### src/rtl/rdbim_pkg.sv
// ----------------------------------------------------------------------------
// rdbim_pkg: shared types, constants and functions of the input monitor
// Fixed-point widths, status codes, register indexes, the decoded tick beat,
// the message beat and the filter update arithmetic.
// ----------------------------------------------------------------------------
package rdbim_pkg;

  // Fixed-point format of the filter levels: one integer bit.
  localparam int FRACTION_BITS = 16;
  localparam int LEVEL_W       = FRACTION_BITS + 1;
  localparam int DIFF_W        = FRACTION_BITS + 2;
  localparam int PROD_W        = 2 * FRACTION_BITS + 3;
  localparam int SUM_W         = FRACTION_BITS + 3;

  // Configuration registers are Q0.16 / Q1.16 values, 17 bits wide.
  localparam int REG_W       = 17;
  localparam int REG_FRAC    = 16;
  localparam int WIDE_W      = REG_W + FRACTION_BITS;
  localparam int CFG_INDEX_W = 2;

  localparam int NUM_FILTERS = 7;
  localparam int QUEUE_DEPTH = 2;
  localparam int MSG_SLOTS   = 3;

  localparam logic [LEVEL_W-1:0] ONE_LEVEL  = {1'b1, {FRACTION_BITS{1'b0}}};
  localparam logic [LEVEL_W-1:0] HALF_LEVEL = {2'b01, {(FRACTION_BITS - 1){1'b0}}};

  localparam logic [REG_W-1:0] GAIN_RESET = 17'd655;
  localparam logic [REG_W-1:0] HIGH_RESET = 17'd58982;
  localparam logic [REG_W-1:0] LOW_RESET  = 17'd6554;

  // Register indexes.
  localparam logic [CFG_INDEX_W-1:0] REG_GAIN = 2'd0;
  localparam logic [CFG_INDEX_W-1:0] REG_HIGH = 2'd1;
  localparam logic [CFG_INDEX_W-1:0] REG_LOW  = 2'd2;

  // Filter slots.
  localparam int FLT_ERROR   = 0;
  localparam int FLT_OPEN    = 1;
  localparam int FLT_CLOSED  = 2;
  localparam int FLT_UNKNOWN = 3;
  localparam int FLT_FAILED  = 4;
  localparam int FLT_DOOR    = 5;
  localparam int FLT_BUTTON  = 6;

  // Message sources.
  localparam logic [1:0] SRC_RELAY  = 2'd0;
  localparam logic [1:0] SRC_DOOR   = 2'd1;
  localparam logic [1:0] SRC_BUTTON = 2'd2;

  // Relay classes.
  localparam logic [2:0] RELAY_UNKNOWN = 3'd0;
  localparam logic [2:0] RELAY_NO_ON   = 3'd1;
  localparam logic [2:0] RELAY_NC_ON   = 3'd2;
  localparam logic [2:0] RELAY_BOTH_ON = 3'd3;
  localparam logic [2:0] RELAY_FAILED  = 3'd4;
  localparam logic [2:0] RELAY_NONE    = 3'd7;

  // Door and button classes.
  localparam logic [1:0] DOOR_AJAR    = 2'd1;
  localparam logic [1:0] DOOR_SHUT    = 2'd2;
  localparam logic [1:0] BTN_PRESSED  = 2'd1;
  localparam logic [1:0] BTN_RELEASED = 2'd2;
  localparam logic [1:0] SIDE_NONE    = 2'd3;

  // One tick after decoding: filter targets and the message budget.
  // relay_tgt bit i is the target of filter i (error, open, closed, unknown).
  typedef struct packed {
    logic [3:0] relay_tgt;
    logic       door_tgt;
    logic       button_tgt;
    logic [1:0] space;
  } tick_t;

  typedef struct packed {
    logic  valid;
    tick_t data;
  } tick_beat_t;

  typedef struct packed {
    logic [1:0] source;
    logic [2:0] status_code;
    logic       last_of_tick;
  } msg_t;

  // Rescale a 16-fraction-bit register to the level format.
  function automatic logic [LEVEL_W-1:0] scale_reg(input logic [REG_W-1:0] r);
    logic [WIDE_W-1:0] w;
    w = {{FRACTION_BITS{1'b0}}, r} << FRACTION_BITS;
    w = w >> REG_FRAC;
    return w[LEVEL_W-1:0];
  endfunction

  // Floor-shift the product, add it to the level and clamp to [0, 1.0].
  function automatic logic [LEVEL_W-1:0] level_update(input logic [LEVEL_W-1:0] level,
                                                      input logic signed [PROD_W-1:0] prod);
    logic signed [PROD_W-1:0] shifted;
    logic signed [SUM_W-1:0]  sum;
    logic [LEVEL_W-1:0]       res;
    shifted = prod >>> FRACTION_BITS;
    sum     = signed'({2'b00, level}) + signed'(shifted[SUM_W-1:0]);
    if (sum[SUM_W-1]) begin
      res = '0;
    end else if (sum > signed'({2'b00, ONE_LEVEL})) begin
      res = ONE_LEVEL;
    end else begin
      res = sum[LEVEL_W-1:0];
    end
    return res;
  endfunction

endpackage

### src/rtl/relay_door_button_input_monitor_core.sv
// An accepted tick beat is registered in the input stage, waits in the queue, then runs
// the four filter passes and the report cycle; its messages leave one message beat per
// cycle while the consumer does not stall. Tick rate is set by the two shared multiplier
// lanes that step the seven filters in four passes, plus the report cycle of each tick.
// Reset (synchronous, active high): filters to 0.5, registers to their defaults,
// nothing reported yet, queue and message buffer empty.
// ----------------------------------------------------------------------------
// relay_door_button_input_monitor_core: relay, door and push-button monitor
// Smooths the pin levels of each millisecond tick with seven fixed-point
// filters and reports class changes of relay, door and button as messages.
// ----------------------------------------------------------------------------
//
// Structure:
//   rdbim_front  registers each accepted tick beat and decodes the active-low
//                pins into filter targets (error, open, closed, unknown,
//                door, button) along with the message budget of the tick.
//   rdbim_queue  a two-entry queue of decoded ticks. The input side keeps
//                taking beats while the engine is busy with an earlier tick.
//   rdbim_back   the filter engine. Two multiplier lanes run the updates
//                v += (alpha * (target - v)) >>> FRACTION_BITS with clamping.
//                Pass one steps the error and open filters, pass two the
//                closed and unknown filters, pass three door and button, and
//                pass four the failed filter, whose target needs the freshly
//                stepped relay filters. Products are registered before the
//                add and clamp. The report cycle classifies, compares against
//                the last reported classes and loads up to three messages into
//                a small output buffer that drains one beat per cycle while the consumer does not stall.
//
// The report cycle waits while messages of the previous tick are still in the
// buffer; with a consumer that never stalls the buffer is always drained by
// the time the next report comes around. Messages beyond the budget of a tick
// are not sent, and since the reported class stays unchanged they come up
// again on a later tick.
//
// Configuration writes land directly in the engine registers and are meant to
// happen only while the block is idle.
module relay_door_button_input_monitor_core (
  input  logic                              clk,
  input  logic                              rst,
  input  logic                              cfg_we,
  input  logic [rdbim_pkg::CFG_INDEX_W-1:0] cfg_index,
  input  logic [rdbim_pkg::REG_W-1:0]       cfg_data,
  input  logic                              item_valid,
  output logic                              item_stall,
  input  logic                              relay_open_pin,
  input  logic                              relay_closed_pin,
  input  logic                              door_pin,
  input  logic                              button_pin,
  input  logic [1:0]                        queue_space,
  output logic                              msg_valid,
  input  logic                              msg_stall,
  output logic [1:0]                        source,
  output logic [2:0]                        status_code,
  output logic                              last_of_tick
);
  import rdbim_pkg::*;

  // Decoded tick handed from the input stage to the queue.
  tick_beat_t push;
  logic       full;

  // Head of the queue and the engine's take signal.
  tick_beat_t head;
  logic       pop;

  rdbim_front u_front (
    .clk              (clk),
    .rst              (rst),
    .item_valid       (item_valid),
    .item_stall       (item_stall),
    .relay_open_pin   (relay_open_pin),
    .relay_closed_pin (relay_closed_pin),
    .door_pin         (door_pin),
    .button_pin       (button_pin),
    .queue_space      (queue_space),
    .push             (push),
    .full             (full)
  );

  rdbim_queue u_queue (
    .clk  (clk),
    .rst  (rst),
    .push (push),
    .full (full),
    .head (head),
    .pop  (pop)
  );

  rdbim_back u_back (
    .clk          (clk),
    .rst          (rst),
    .cfg_we       (cfg_we),
    .cfg_index    (cfg_index),
    .cfg_data     (cfg_data),
    .head         (head),
    .pop          (pop),
    .msg_valid    (msg_valid),
    .msg_stall    (msg_stall),
    .source       (source),
    .status_code  (status_code),
    .last_of_tick (last_of_tick)
  );

endmodule

### src/rtl/rdbim_front.sv
// ----------------------------------------------------------------------------
// rdbim_front: input stage of the monitor
// Takes tick beats, decodes the active-low pins into filter targets and
// holds the decoded tick until the queue takes it.
// ----------------------------------------------------------------------------
module rdbim_front (
  input  logic                   clk,
  input  logic                   rst,
  input  logic                   item_valid,
  output logic                   item_stall,
  input  logic                   relay_open_pin,
  input  logic                   relay_closed_pin,
  input  logic                   door_pin,
  input  logic                   button_pin,
  input  logic [1:0]             queue_space,
  output rdbim_pkg::tick_beat_t  push,
  input  logic                   full
);
  import rdbim_pkg::*;

  logic  held_valid;
  tick_t held;
  tick_t decoded;
  logic  no_act;
  logic  nc_act;
  logic  accept;

  always_comb begin
    no_act             = ~relay_open_pin;
    nc_act             = ~relay_closed_pin;
    decoded.relay_tgt  = {~no_act & ~nc_act, ~no_act & nc_act,
                          no_act & ~nc_act, no_act & nc_act};
    decoded.door_tgt   = ~door_pin;
    decoded.button_tgt = ~button_pin;
    decoded.space      = queue_space;
  end

  assign item_stall = held_valid & full;
  assign accept     = item_valid & ~item_stall;
  assign push.valid = held_valid;
  assign push.data  = held;

  always_ff @(posedge clk) begin
    if (rst) begin
      held_valid <= 1'b0;
    end else if (accept) begin
      held_valid <= 1'b1;
    end else if (held_valid && !full) begin
      held_valid <= 1'b0;
    end
  end

  always_ff @(posedge clk) begin
    if (accept) begin
      held <= decoded;
    end
  end

endmodule

### src/rtl/rdbim_queue.sv
// ----------------------------------------------------------------------------
// rdbim_queue: short queue of decoded ticks
// Decouples the input stage from the filter engine so each side can stall
// on its own.
// ----------------------------------------------------------------------------
module rdbim_queue (
  input  logic                  clk,
  input  logic                  rst,
  input  rdbim_pkg::tick_beat_t push,
  output logic                  full,
  output rdbim_pkg::tick_beat_t head,
  input  logic                  pop
);
  import rdbim_pkg::*;

  localparam int AW = $clog2(QUEUE_DEPTH);
  localparam int CW = $clog2(QUEUE_DEPTH + 1);

  tick_t         entry [QUEUE_DEPTH];
  logic [AW-1:0] wr_ptr;
  logic [AW-1:0] rd_ptr;
  logic [CW-1:0] count;
  logic          wr_en;
  logic          rd_en;

  assign full       = (count == CW'(QUEUE_DEPTH));
  assign wr_en      = push.valid & ~full;
  assign rd_en      = pop & (count != '0);
  assign head.valid = (count != '0);
  assign head.data  = entry[rd_ptr];

  always_ff @(posedge clk) begin
    if (rst) begin
      wr_ptr <= '0;
      rd_ptr <= '0;
      count  <= '0;
    end else begin
      if (wr_en) begin
        wr_ptr <= (wr_ptr == AW'(QUEUE_DEPTH - 1)) ? '0 : wr_ptr + 1'b1;
      end
      if (rd_en) begin
        rd_ptr <= (rd_ptr == AW'(QUEUE_DEPTH - 1)) ? '0 : rd_ptr + 1'b1;
      end
      if (wr_en && !rd_en) begin
        count <= count + 1'b1;
      end else if (rd_en && !wr_en) begin
        count <= count - 1'b1;
      end
    end
  end

  always_ff @(posedge clk) begin
    if (wr_en) begin
      entry[wr_ptr] <= push.data;
    end
  end

endmodule

### src/rtl/rdbim_back.sv
// ----------------------------------------------------------------------------
// rdbim_back: filter engine, classifier and message buffer
// Two multiplier lanes step the seven filters over four passes, then one
// report cycle classifies and loads the messages of the tick.
// ----------------------------------------------------------------------------
module rdbim_back (
  input  logic                                   clk,
  input  logic                                   rst,
  input  logic                                   cfg_we,
  input  logic [rdbim_pkg::CFG_INDEX_W-1:0]      cfg_index,
  input  logic [rdbim_pkg::REG_W-1:0]            cfg_data,
  input  rdbim_pkg::tick_beat_t                  head,
  output logic                                   pop,
  output logic                                   msg_valid,
  input  logic                                   msg_stall,
  output logic [1:0]                             source,
  output logic [2:0]                             status_code,
  output logic                                   last_of_tick
);
  import rdbim_pkg::*;

  typedef enum logic [5:0] {
    ST_IDLE   = 6'b000001,
    ST_PAIR01 = 6'b000010,
    ST_PAIR23 = 6'b000100,
    ST_PAIR56 = 6'b001000,
    ST_FAIL   = 6'b010000,
    ST_REPORT = 6'b100000
  } state_t;

  state_t state;
  state_t state_next;

  logic [REG_W-1:0]   gain;
  logic [REG_W-1:0]   high_thr;
  logic [REG_W-1:0]   low_thr;
  logic [LEVEL_W-1:0] alpha;
  logic [LEVEL_W-1:0] hi;
  logic [LEVEL_W-1:0] lo;

  logic [LEVEL_W-1:0] level [NUM_FILTERS];
  logic [2:0]         reported_relay;
  logic [1:0]         reported_door;
  logic [1:0]         reported_button;
  tick_t              cur;

  // Multiplier lanes.
  logic [LEVEL_W-1:0]       lv_a;
  logic [LEVEL_W-1:0]       lv_b;
  logic                     tg_a;
  logic                     tg_b;
  logic [LEVEL_W-1:0]       lv_a_q;
  logic [LEVEL_W-1:0]       lv_b_q;
  logic signed [DIFF_W-1:0] alpha_s;
  logic signed [DIFF_W-1:0] diff_a;
  logic signed [DIFF_W-1:0] diff_b;
  logic signed [PROD_W-1:0] prod_a;
  logic signed [PROD_W-1:0] prod_b;
  logic [LEVEL_W-1:0]       upd_a;
  logic [LEVEL_W-1:0]       upd_b;

  // Classification.
  logic [3:0] above;
  logic [3:0] below;
  logic       fail_tgt;
  logic       relay_v;
  logic [2:0] relay_code;
  logic       door_v;
  logic [1:0] door_code;
  logic       btn_v;
  logic [1:0] btn_code;
  logic       emit_r;
  logic       emit_d;
  logic       emit_b;
  logic [1:0] space1;
  logic [1:0] space2;
  logic       report_fire;

  // Message buffer, slot 0 is the head.
  msg_t       slot [MSG_SLOTS];
  msg_t       new_slot [MSG_SLOTS];
  msg_t       m_r;
  msg_t       m_d;
  msg_t       m_b;
  logic [1:0] count;
  logic [1:0] count_new;
  logic       buf_empty;
  logic       out_pop;

  assign alpha = scale_reg(gain);
  assign hi    = scale_reg(high_thr);
  assign lo    = scale_reg(low_thr);

  assign buf_empty   = (count == 2'd0);
  assign report_fire = (state == ST_REPORT) & buf_empty;
  assign pop         = head.valid & ((state == ST_IDLE) | report_fire);

  // Lane operand selection per pass.
  always_comb begin
    lv_a = level[FLT_ERROR];
    tg_a = cur.relay_tgt[FLT_ERROR];
    lv_b = level[FLT_OPEN];
    tg_b = cur.relay_tgt[FLT_OPEN];
    case (state)
      ST_PAIR23: begin
        lv_a = level[FLT_CLOSED];
        tg_a = cur.relay_tgt[FLT_CLOSED];
        lv_b = level[FLT_UNKNOWN];
        tg_b = cur.relay_tgt[FLT_UNKNOWN];
      end
      ST_PAIR56: begin
        lv_a = level[FLT_DOOR];
        tg_a = cur.door_tgt;
        lv_b = level[FLT_BUTTON];
        tg_b = cur.button_tgt;
      end
      ST_FAIL: begin
        lv_a = level[FLT_FAILED];
        tg_a = fail_tgt;
        lv_b = level[FLT_FAILED];
        tg_b = 1'b0;
      end
      default: begin
      end
    endcase
  end

  always_comb begin
    alpha_s = signed'({1'b0, alpha});
    diff_a  = signed'({1'b0, tg_a, {FRACTION_BITS{1'b0}}}) - signed'({1'b0, lv_a});
    diff_b  = signed'({1'b0, tg_b, {FRACTION_BITS{1'b0}}}) - signed'({1'b0, lv_b});
  end

  assign upd_a = level_update(lv_a_q, prod_a);
  assign upd_b = level_update(lv_b_q, prod_b);

  // Threshold tests on the relay filters, valid once they have been stepped.
  always_comb begin
    for (int i = 0; i < 4; i++) begin
      above[i] = level[i] > hi;
      below[i] = level[i] < hi;
    end
    fail_tgt = &below;
  end

  always_comb begin
    relay_v    = 1'b1;
    relay_code = RELAY_UNKNOWN;
    if (above[0] && below[1] && below[2] && below[3]) begin
      relay_code = RELAY_BOTH_ON;
    end else if (below[0] && above[1] && below[2] && below[3]) begin
      relay_code = RELAY_NO_ON;
    end else if (below[0] && below[1] && above[2] && below[3]) begin
      relay_code = RELAY_NC_ON;
    end else if (below[0] && below[1] && below[2] && above[3]) begin
      relay_code = RELAY_UNKNOWN;
    end else if (upd_a > hi) begin
      relay_code = RELAY_FAILED;
    end else begin
      relay_v = 1'b0;
    end

    door_v    = 1'b1;
    door_code = DOOR_SHUT;
    if (level[FLT_DOOR] > hi) begin
      door_code = DOOR_SHUT;
    end else if (level[FLT_DOOR] < lo) begin
      door_code = DOOR_AJAR;
    end else begin
      door_v = 1'b0;
    end

    btn_v    = 1'b1;
    btn_code = BTN_PRESSED;
    if (level[FLT_BUTTON] > hi) begin
      btn_code = BTN_PRESSED;
    end else if (level[FLT_BUTTON] < lo) begin
      btn_code = BTN_RELEASED;
    end else begin
      btn_v = 1'b0;
    end
  end

  // Budgeted emission in the order relay, door, button.
  always_comb begin
    emit_r    = relay_v & (relay_code != reported_relay) & (cur.space != 2'd0);
    space1    = cur.space - {1'b0, emit_r};
    emit_d    = door_v & (door_code != reported_door) & (space1 != 2'd0);
    space2    = space1 - {1'b0, emit_d};
    emit_b    = btn_v & (btn_code != reported_button) & (space2 != 2'd0);
    count_new = {1'b0, emit_r} + {1'b0, emit_d} + {1'b0, emit_b};

    m_r.source       = SRC_RELAY;
    m_r.status_code  = relay_code;
    m_r.last_of_tick = 1'b0;
    m_d.source       = SRC_DOOR;
    m_d.status_code  = {1'b0, door_code};
    m_d.last_of_tick = 1'b0;
    m_b.source       = SRC_BUTTON;
    m_b.status_code  = {1'b0, btn_code};
    m_b.last_of_tick = 1'b0;

    new_slot[0] = emit_r ? m_r : (emit_d ? m_d : m_b);
    new_slot[1] = (emit_r && emit_d) ? m_d : m_b;
    new_slot[2] = m_b;
    new_slot[0].last_of_tick = (count_new == 2'd1);
    new_slot[1].last_of_tick = (count_new == 2'd2);
    new_slot[2].last_of_tick = (count_new == 2'd3);
  end

  always_comb begin
    state_next = state;
    case (state)
      ST_IDLE:   if (head.valid) state_next = ST_PAIR01;
      ST_PAIR01: state_next = ST_PAIR23;
      ST_PAIR23: state_next = ST_PAIR56;
      ST_PAIR56: state_next = ST_FAIL;
      ST_FAIL:   state_next = ST_REPORT;
      ST_REPORT: begin
        if (buf_empty) begin
          state_next = head.valid ? ST_PAIR01 : ST_IDLE;
        end
      end
      default:   state_next = ST_IDLE;
    endcase
  end

  assign out_pop      = msg_valid & ~msg_stall;
  assign msg_valid    = ~buf_empty;
  assign source       = slot[0].source;
  assign status_code  = slot[0].status_code;
  assign last_of_tick = slot[0].last_of_tick;

  always_ff @(posedge clk) begin
    if (rst) begin
      state           <= ST_IDLE;
      gain            <= GAIN_RESET;
      high_thr        <= HIGH_RESET;
      low_thr         <= LOW_RESET;
      reported_relay  <= RELAY_NONE;
      reported_door   <= SIDE_NONE;
      reported_button <= SIDE_NONE;
      count           <= 2'd0;
      for (int i = 0; i < NUM_FILTERS; i++) begin
        level[i] <= HALF_LEVEL;
      end
    end else begin
      state <= state_next;

      if (cfg_we) begin
        case (cfg_index)
          REG_GAIN: gain     <= cfg_data;
          REG_HIGH: high_thr <= cfg_data;
          REG_LOW:  low_thr  <= cfg_data;
          default: begin
          end
        endcase
      end

      case (state)
        ST_PAIR23: begin
          level[FLT_ERROR] <= upd_a;
          level[FLT_OPEN]  <= upd_b;
        end
        ST_PAIR56: begin
          level[FLT_CLOSED]  <= upd_a;
          level[FLT_UNKNOWN] <= upd_b;
        end
        ST_FAIL: begin
          level[FLT_DOOR]   <= upd_a;
          level[FLT_BUTTON] <= upd_b;
        end
        ST_REPORT: begin
          if (buf_empty) begin
            level[FLT_FAILED] <= upd_a;
          end
        end
        default: begin
        end
      endcase

      if (report_fire) begin
        if (emit_r) reported_relay  <= relay_code;
        if (emit_d) reported_door   <= door_code;
        if (emit_b) reported_button <= btn_code;
        count <= count_new;
      end else if (out_pop) begin
        count <= count - 2'd1;
      end
    end
  end

  always_ff @(posedge clk) begin
    if (pop) begin
      cur <= head.data;
    end
    if (state != ST_REPORT) begin
      lv_a_q <= lv_a;
      lv_b_q <= lv_b;
      prod_a <= alpha_s * diff_a;
      prod_b <= alpha_s * diff_b;
    end
    if (report_fire) begin
      for (int i = 0; i < MSG_SLOTS; i++) begin
        slot[i] <= new_slot[i];
      end
    end else if (out_pop) begin
      slot[0] <= slot[1];
      slot[1] <= slot[2];
    end
  end

`ifndef SYNTH
  a_report_waits: assert property (@(posedge clk) disable iff (rst)
    (state == ST_REPORT && count != 2'd0) |=> (state == ST_REPORT))
    else $error("report cycle left while messages were still buffered");

  a_last_is_final: assert property (@(posedge clk) disable iff (rst)
    (count != 2'd0 && slot[0].last_of_tick) |-> (count == 2'd1))
    else $error("last-of-tick flag on a message that is not the final one");

  a_relay_code: assert property (@(posedge clk) disable iff (rst)
    (reported_relay <= RELAY_FAILED) || (reported_relay == RELAY_NONE))
    else $error("reported relay class out of range");

  a_pop_starts: assert property (@(posedge clk) disable iff (rst)
    pop |=> (state == ST_PAIR01))
    else $error("tick taken from queue without starting the filter passes");

  a_level_range: assert property (@(posedge clk) disable iff (rst)
    level[FLT_FAILED] <= ONE_LEVEL)
    else $error("failed filter level above 1.0");
`endif

endmodule
### config.mk
export PLATFORM = sky130hd
export DESIGN_NAME = relay_door_button_input_monitor_core
export DESIGN_NICKNAME = d
export VERILOG_FILES = /design/src/rtl/rdbim_pkg.sv /design/src/rtl/relay_door_button_input_monitor_core.sv /design/src/rtl/rdbim_front.sv /design/src/rtl/rdbim_queue.sv /design/src/rtl/rdbim_back.sv
export SDC_FILE = /design/constraint.sdc
export NUM_CORES = 2
export LEC_CHECK = 0
export BUFFER_PORTS_ARGS = -buffer_cell sky130_fd_sc_hd__buf_4
export CAP_MARGIN = 5
export CORE_ASPECT_RATIO = 2
export CORE_MARGIN = 10
export CORE_UTILIZATION = 50
export CTS_BUF_LIST = sky130_fd_sc_hd__clkbuf_8
export CTS_CLUSTER_SIZE = 14
export DETAILED_ROUTE_END_ITERATION = 16
export PLACE_DENSITY_LB_ADDON = 0.15
export SYNTH_ARGS = -nofsm -noshare
export SYNTH_HDL_FRONTEND = slang
export SYNTH_HIERARCHICAL = 1
export SYNTH_SLANG_ARGS = --single-unit
### constraint.sdc
create_clock -name clk -period 24.4 [get_ports clk]
set_input_delay 4.88 -clock clk [delete_from_list [all_inputs] [get_ports clk]]
set_output_delay 4.88 -clock clk [all_outputs]
set_load 0.05 [all_outputs]
Word level (Yosys, flattened, before mapping):

Memories as Yosys holds them, arrays and structs flattened. A register that Yosys moved wholly into a read port is not among the register bits.
Cells that the tools add are included.

* bits in registers: 183
* bits in writable memories: 153
* bits of input ports: 30
* word-level logic and storage cells: 213
* memories kept: 3

* add/sub/neg operators: 13
* multiply operators: 2
* $lt $le $gt $ge: 15
* equal/unequal tests: 18
* mux-type cells: 72
* bitwise logic cells: 35
* reduce and logical (&&, ||, !) cells: 35

Memories
* u_back.level: words 7, width 17, rd ports 7, clocked after memory_dff 0, write ports 7, line rdbim_back.sv:41 `logic [LEVEL_W-1:0] level [NUM_FILTERS];`
* u_back.slot: words 3, width 6, rd ports 3, clocked after memory_dff 0, write ports 3, line rdbim_back.sv:80 `msg_t slot [MSG_SLOTS];`
* u_queue.entry: words 2, width 8, rd ports 1, clocked after memory_dff 1, write ports 1, line rdbim_queue.sv:19 `tick_t entry [QUEUE_DEPTH];`

Operators by type and width (count)
* 2-to-1 mux 17 bit: 11
* greater-than comparator 17 bit: 7
* < comparator 17 bit: 6
* case mux 17 bit (3 select lines): 2
* multiplier 18 x 18 -> 35 bit: 2
* 2-to-1 mux 6 bit: 7
* adder 18 x 19 -> 19 bit: 2
* greater-than comparator 19 x 18 -> 1 bit (second input constant): 2
* case mux 6 bit (6 select lines): 1
* subtractor 17 x 17 -> 18 bit: 2
* 2-to-1 mux 1 bit: 35
* 2-to-1 mux 2 bit: 9
* bitwise AND 1 bit: 17
* logical AND 1 bit: 15
* 2-to-1 mux 3 bit: 5
* AND reduction 2 bit: 7
* nonzero test 2 bit: 7
* OR 1 bit: 10
* == test 2 bit (second input constant): 4
* inverter 1 bit: 8
* == test 6 x 1 -> 1 bit (second input constant): 1
* == test 6 x 2 -> 1 bit (second input constant): 1
* == test 6 x 3 -> 1 bit (second input constant): 1
* == test 6 x 4 -> 1 bit (second input constant): 1
* 17 further kinds: 27

Depth between registers and ports, before layout:

* word-level depth: 22
* mapped depth: 39
* gate-level depth less buffers: 34

Cells and area by module:

The synthesis kept the hierarchy.

By module, submodules not included
* rdbim_back: instances 1, cells each 3856, area an instance 36239.8 um^2, sequential area each 7717.4 um^2
* rdbim_queue: instances 1, cells each 50, area an instance 795.8 um^2, sequential area each 580.6 um^2
* rdbim_front: instances 1, cells each 20, area an instance 324.1 um^2, sequential area each 260.2 um^2

Least setup slack after synthesis:

OpenSTA, ideal clock, no wires.

* path kind: register to register
* start point: reg u_back.state[2]
* end point: reg u_back.prod_a[33] (data pin)
* setup time: 0.266 ns
* data arrival time: 8.893 ns
* data required time: 24.134 ns
* setup slack: 15.242 ns
* stages on the path, launching flop included: 39
* path buffers: 6
* path through: dfxtp_1 > buf_6 > xor2_1 > o211ai_1 > buf_2 > buf_2 > buf_2 > a21oi_1 > clkbuf_1 > inv_1 > ha_1 > nand2_1 > or2_2 > nor2_1 > nand4_1 > xor2_1 > clkbuf_1 > nand2_1 > [... 3 more ...] > inv_1 > fa_1 > inv_1 > fa_1 > inv_1 > fa_1 > inv_1 > fa_1 > ha_1 > and3_1 > a21o_1 > a31o_2 > o31a_2 > a22oi_1 > o21ai_2 > a2111oi_0 > nor3_1 > xor2_1

* longest elaborated chain between the ends: 4
* elaborated cells on any way between the ends: 7
* those cells by class: add/sub: 1; mul: 1; eq/ne: 3; mux: 2

Ends and longest elaborated chain
* start: declaration: line rdbim_back.sv:31 `state_t state;`
* start signal: assignment: line rdbim_back.sv:248 `state <= state_next;`
* == test 6 x 5 -> 1 bit (tied with other cells): line rdbim_back.sv:104 `case (state)`
* case mux 17 bit (3 select lines) *: line rdbim_back.sv:104
* subtractor 17 x 17 -> 18 bit *: line rdbim_back.sv:130 `diff_a = signed'({1'b0, tg_a, {FRACTION_BITS{1'b0}}}) - signed'({1'b0, lv_a});`
* named net u_back.diff_a[0]: line rdbim_back.sv:55 `logic signed [DIFF_W-1:0] diff_a;`
* multiplier 18 x 18 -> 35 bit *: line rdbim_back.sv:300 `prod_a <= alpha_s * diff_a;`
* end signal: assignment: line rdbim_back.sv:300
* end: declaration: line rdbim_back.sv:57 `logic signed [PROD_W-1:0] prod_a;`

The timed path passes the listed nets; every way through them passes the cells marked *.
A chain may end at the register's enable or synchronous reset.

Worst setup path after layout:

* start point: reg u_back.state[3]
* end point: reg u_back.prod_a[33] (data pin)

* longest elaborated chain between the ends: 4
* elaborated cells on any way between the ends: 7
* those cells by class: add/sub: 1; mul: 1; eq/ne: 3; mux: 2

Ends and longest elaborated chain
* == test 6 x 5 -> 1 bit (tied with other cells): line rdbim_back.sv:104
* case mux 17 bit (3 select lines) *: line rdbim_back.sv:104
* named net u_back.lv_a[9]: line rdbim_back.sv:48 `logic [LEVEL_W-1:0] lv_a;`
* subtractor 17 x 17 -> 18 bit *: line rdbim_back.sv:130
* multiplier 18 x 18 -> 35 bit *: line rdbim_back.sv:300

Marked as above.

==> flow_results.xml <==
<?xml version="1.0" encoding="UTF-8"?>
<metrics>
  <group name="floorplanning">
    <metric name="core_area" unit="sq mm">0.0739</metric>
    <metric name="floorplan.initialDensity" unit="">0.505</metric>
    <metric name="placement_rows" unit="">141</metric>
    <metric name="die_height" unit="um">407</metric>
    <metric name="die_width" unit="um">213</metric>
    <metric name="fp.dieArea" unit="sq mm">0.0867</metric>
    <metric name="floorplan.io_pins" unit="">38</metric>
  </group>
  <group name="cells_and_area">
    <metric name="finish.net_count" unit="">4849</metric>
    <metric name="number_of_fillers_in_the_final_layout" unit="">6796</metric>
    <metric name="commonest_non_fill_non_tap_cell_in_the_layout" unit="">sky130_fd_sc_hd__inv_1</metric>
    <metric name="drive_above_1_share" unit="">0.0618</metric>
    <metric name="design_area" unit="sq mm">0.0397</metric>
    <metric name="multi_input_area" unit="sq mm">0.0257</metric>
    <metric name="register_area" unit="sq mm">0.00856</metric>
    <metric name="areaGrowthSynthToFinish" unit="%">6.21</metric>
    <metric name="mostFrequentLayoutCells" unit="">sky130_fd_sc_hd__inv_1, sky130_fd_sc_hd__nand2_1, sky130_fd_sc_hd__fa_1, sky130_fd_sc_hd__ha_1, sky130_fd_sc_hd__edfxtp_1</metric>
  </group>
  <group name="route">
    <metric name="remaining_drcs" unit="">0</metric>
    <metric name="vias_per_cell" unit="">5.85</metric>
    <metric name="detailedRoute.firstPassIterationCount" unit="">6</metric>
    <metric name="num_vias" unit="">28500</metric>
    <metric name="wl" unit="um">115000</metric>
    <metric name="avgRoutedWirePerCell" unit="um">23.7</metric>
    <metric name="initialDrtViolationCount" unit="">1861</metric>
    <metric name="detail-route-antenna-nets" unit="">0</metric>
  </group>
  <group name="logic_synthesis">
    <metric name="ys_ff_latch" unit="">309</metric>
    <metric name="synth_nets" unit="">4871</metric>
    <metric name="synth_top_cell_area_share" unit="">0.258</metric>
    <metric name="synth_largest_area_cell" unit="">sky130_fd_sc_hd__fa_1</metric>
    <metric name="netlist_top_cells_area" unit="">sky130_fd_sc_hd__fa_1, sky130_fd_sc_hd__edfxtp_1, sky130_fd_sc_hd__ha_1</metric>
    <metric name="yosys_warnings" unit="">6</metric>
    <metric name="synth.distinct_cells" unit="">91</metric>
    <metric name="asyncSetResetFlopFracSynth" unit="">0</metric>
    <metric name="yosysSeqAreaShare" unit="">0.229</metric>
    <metric name="mapped_cells" unit="">3926</metric>
    <metric name="synth_area" unit="sq mm">0.0374</metric>
    <metric name="postSynthAreaPerCell" unit="sq um">9.52</metric>
    <metric name="edff_count_synth" unit="">237</metric>
    <metric name="dominantRegCellSynth" unit="">sky130_fd_sc_hd__edfxtp_1</metric>
  </group>
  <group name="clocking">
    <metric name="cts_num_sinks" unit="">309</metric>
    <metric name="post_cts_hold_buffer_count" unit="">0</metric>
    <metric name="cts-resized-gates" unit="">0</metric>
    <metric name="cts-htree-levels" unit="">2</metric>
    <metric name="cts.reportedPaths.clkPinSlew" unit="ps">90</metric>
    <metric name="clk_root_buffer_cell" unit="">sky130_fd_sc_hd__clkbuf_8</metric>
    <metric name="cts_buf_count" unit="">50</metric>
    <metric name="ctsLongestPathBuffers" unit="">3</metric>
    <metric name="post_cts.repair.setup_buffers" unit="">0</metric>
    <metric name="tritoncts_clock_tree" unit="">done</metric>
    <metric name="insertion_delay_of_the_later_clocked_pin_in_the_worst_skew_pair" unit="ps">730</metric>
  </group>
  <group name="power">
    <metric name="pwr_dens" unit="mW/mm^2">119</metric>
    <metric name="peakVddDrop" unit="V">0.000123</metric>
    <metric name="leakage_component_of_the_power" unit="nW">18.8</metric>
    <metric name="total_power" unit="mW">4.73</metric>
  </group>
  <group name="critical_path">
    <metric name="critPathArrivalTime" unit="ps">10100</metric>
    <metric name="ff2ff_setup_slack" unit="ps">14720</metric>
    <metric name="crit_buf_inv" unit="">3</metric>
    <metric name="worst_ep_required_time" unit="ps">24820</metric>
    <metric name="crit_family" unit="">adder cells</metric>
    <metric name="timing.critical_path.slowest_cell_delay" unit="ps">640</metric>
    <metric name="cp_max_fo" unit="">33</metric>
    <metric name="worst_setup_path_end_kind" unit="">flip-flop</metric>
    <metric name="worstSetupPathType" unit="">flip-flop to flip-flop</metric>
    <metric name="timing.critical_path.from_type" unit="">flip-flop</metric>
    <metric name="cpMostUsedCell" unit="">sky130_fd_sc_hd__fa_1</metric>
    <metric name="worst_path_max_delay_cell" unit="">sky130_fd_sc_hd__xor2_2</metric>
  </group>
  <group name="sta">
    <metric name="fin_crit_sh" unit="">0.397</metric>
    <metric name="final-setup-viol-count" unit="">0</metric>
    <metric name="worst_clock_skew" unit="ps">67.0</metric>
    <metric name="setup_tns" unit="ps">0</metric>
    <metric name="grt_setup_unrepaired" unit="">false</metric>
    <metric name="slew_headroom" unit="">0.237</metric>
    <metric name="slew_viols_final" unit="">0</metric>
    <metric name="max_slew.worst_pin.slew" unit="ps">1140</metric>
    <metric name="final_hold_viol_count" unit="">0</metric>
    <metric name="fmax" unit="MHz">103</metric>
    <metric name="final_period_minus_worst_setup_slack" unit="ps">9680</metric>
  </group>
  <group name="global_route">
    <metric name="maximum_number_of_pins_on_one_net_before_global_route_repair" unit="">80</metric>
    <metric name="grt_use_total" unit="">0.274</metric>
    <metric name="via_count_of_the_first_global_routing_pass" unit="">30300</metric>
    <metric name="grt_overflow" unit="">0</metric>
    <metric name="antenna_found_initial" unit="">3</metric>
    <metric name="grt_pass1_wl" unit="um">179000</metric>
  </group>
  <group name="place">
    <metric name="detailedPlacementHpwl" unit="um">89400</metric>
    <metric name="placedInstanceArea" unit="sq mm">0.0386</metric>
    <metric name="gpl.final_weighted_congestion" unit="">1.05</metric>
    <metric name="port_buffers" unit="">37</metric>
  </group>
  <group name="min_path">
    <metric name="worst_hold_path_type" unit="">flip-flop to flip-flop</metric>
  </group>
  <group name="run_status">
    <metric name="run_status" unit="">completed</metric>
  </group>
  <group name="job">
    <metric name="max_cap_viols" unit="">0</metric>
  </group>
</metrics>
[power by group]
group / total [mW] / switching (mW) / internal [mW]
Sequential: 0.811 / 0.0581 / 0.753
Clock: 0.502 / 0.248 / 0.254
Combinational: 3.41 / 2.06 / 1.36
Total: 4.73 / 2.36 / 2.36
[registers in the layout, summed over array words and instances (netlist names), 17 cells and up, named ones only]
name	flops
u_back/lv_a_q	17
u_back/alpha	17
u_back/prod_a	19
u_back/level	119
u_back/prod_b	19
u_back/lv_b_q	17
u_back/lo	17
u_back/hi	17
[worst paths after layout]
| kind | from | to | cells past startpoint |
|---|---|---|---|
| max | u_back/state[3] | u_back/prod_a[33] | 30 |
| min | u_front/push[5] | u_queue/entry[0][5] | 0 |
| max reg2reg | u_back/state[3] | u_back/prod_a[33] | 30 |
| min reg2reg | u_front/push[5] | u_queue/entry[0][5] | 0 |
[cells in the mapped netlist (8+ instances only)]
master	number
sky130_fd_sc_hd__nand2_1	561
sky130_fd_sc_hd__nor2b_1	28
sky130_fd_sc_hd__buf_4	10
sky130_fd_sc_hd__a211o_1	21
sky130_fd_sc_hd__a222oi_1	25
sky130_fd_sc_hd__edfxtp_1	237
sky130_fd_sc_hd__nor3_1	133
sky130_fd_sc_hd__nand3b_1	13
sky130_fd_sc_hd__mux2_2	9
sky130_fd_sc_hd__fa_1	481
sky130_fd_sc_hd__o21ai_0	48
sky130_fd_sc_hd__nor2_1	144
sky130_fd_sc_hd__and4_1	9
sky130_fd_sc_hd__a22oi_1	9
sky130_fd_sc_hd__buf_2	17
sky130_fd_sc_hd__dfxtp_1	72
sky130_fd_sc_hd__xor2_1	42
sky130_fd_sc_hd__nand4_1	39
sky130_fd_sc_hd__nand3_1	32
sky130_fd_sc_hd__inv_1	638
sky130_fd_sc_hd__a21o_1	85
sky130_fd_sc_hd__o21a_1	19
sky130_fd_sc_hd__or3_1	11
sky130_fd_sc_hd__ha_1	434
sky130_fd_sc_hd__clkbuf_1	144
sky130_fd_sc_hd__nand2b_1	30
sky130_fd_sc_hd__a31oi_1	10
sky130_fd_sc_hd__or2_2	23
sky130_fd_sc_hd__o21bai_1	12
sky130_fd_sc_hd__and2_1	226
sky130_fd_sc_hd__xnor2_1	63
sky130_fd_sc_hd__a21oi_1	144
sky130_fd_sc_hd__and3_1	9
sky130_fd_sc_hd__a211oi_1	8
sky130_fd_sc_hd__o211ai_1	13
[cell families (layout without fill, tap and decap cells)]
group	after synthesis	count (layout)	synth area share
adder cells (fa/ha/maj)	915	915	0.403
AND/OR/NAND/NOR	1295	1295	0.168
multiplexers	10	10	0.00298
AO/OA/AOI/OAI	473	473	0.0872
XOR/XNOR	106	106	0.0251
other	0	4	0
flip-flops	309	309	0.229
buffers and inverters	818	838	0.0846
[through the flow]
stage,util,worst slack [ps],std cells,hold slack (ps)
after floorplan,-,15240,3926,421
after global placement,0.522,14930,4781,427
after detailed placement,0.522,14830,4781,433
after CTS,0.537,14790,4875,452
after global routing,0.537,14130,4876,471
final,0.537,14720,4879,450
[layer usage]
layer / vias to the layer above / global-route usage / part of all wire
met3: 374 / 0.0303 / 0.045
met1: 14400 / 0.290 / 0.35
li1: 12800 / - / -
met4: 0 / 0.169 / 0.075
met5: - / 0 / 0
met2: 972 / 0.507 / 0.53
[worst register-to-register path, delay by kind of cell (launching register included)]
kind	cells	cell delay, ps
xor+xnor	2	790
compound gates	7	2320
flops	1	470
simple gates	11	2320
fa+ha+maj	7	3070
buf+inv	3	400
[area by class of cell]
cell class	count	share of cell area
Timing Repair Buffer	105	0.0199
Clock inverter	43	0.00914
Antenna cell	4	0.000252
Clock buffer	51	0.0177
Inverter	639	0.0604
Multi-Input combinational cell	2799	0.648
Tap cell	929	0.0293
Sequential cell	309	0.216
Power figures use the tool's default switching activity.
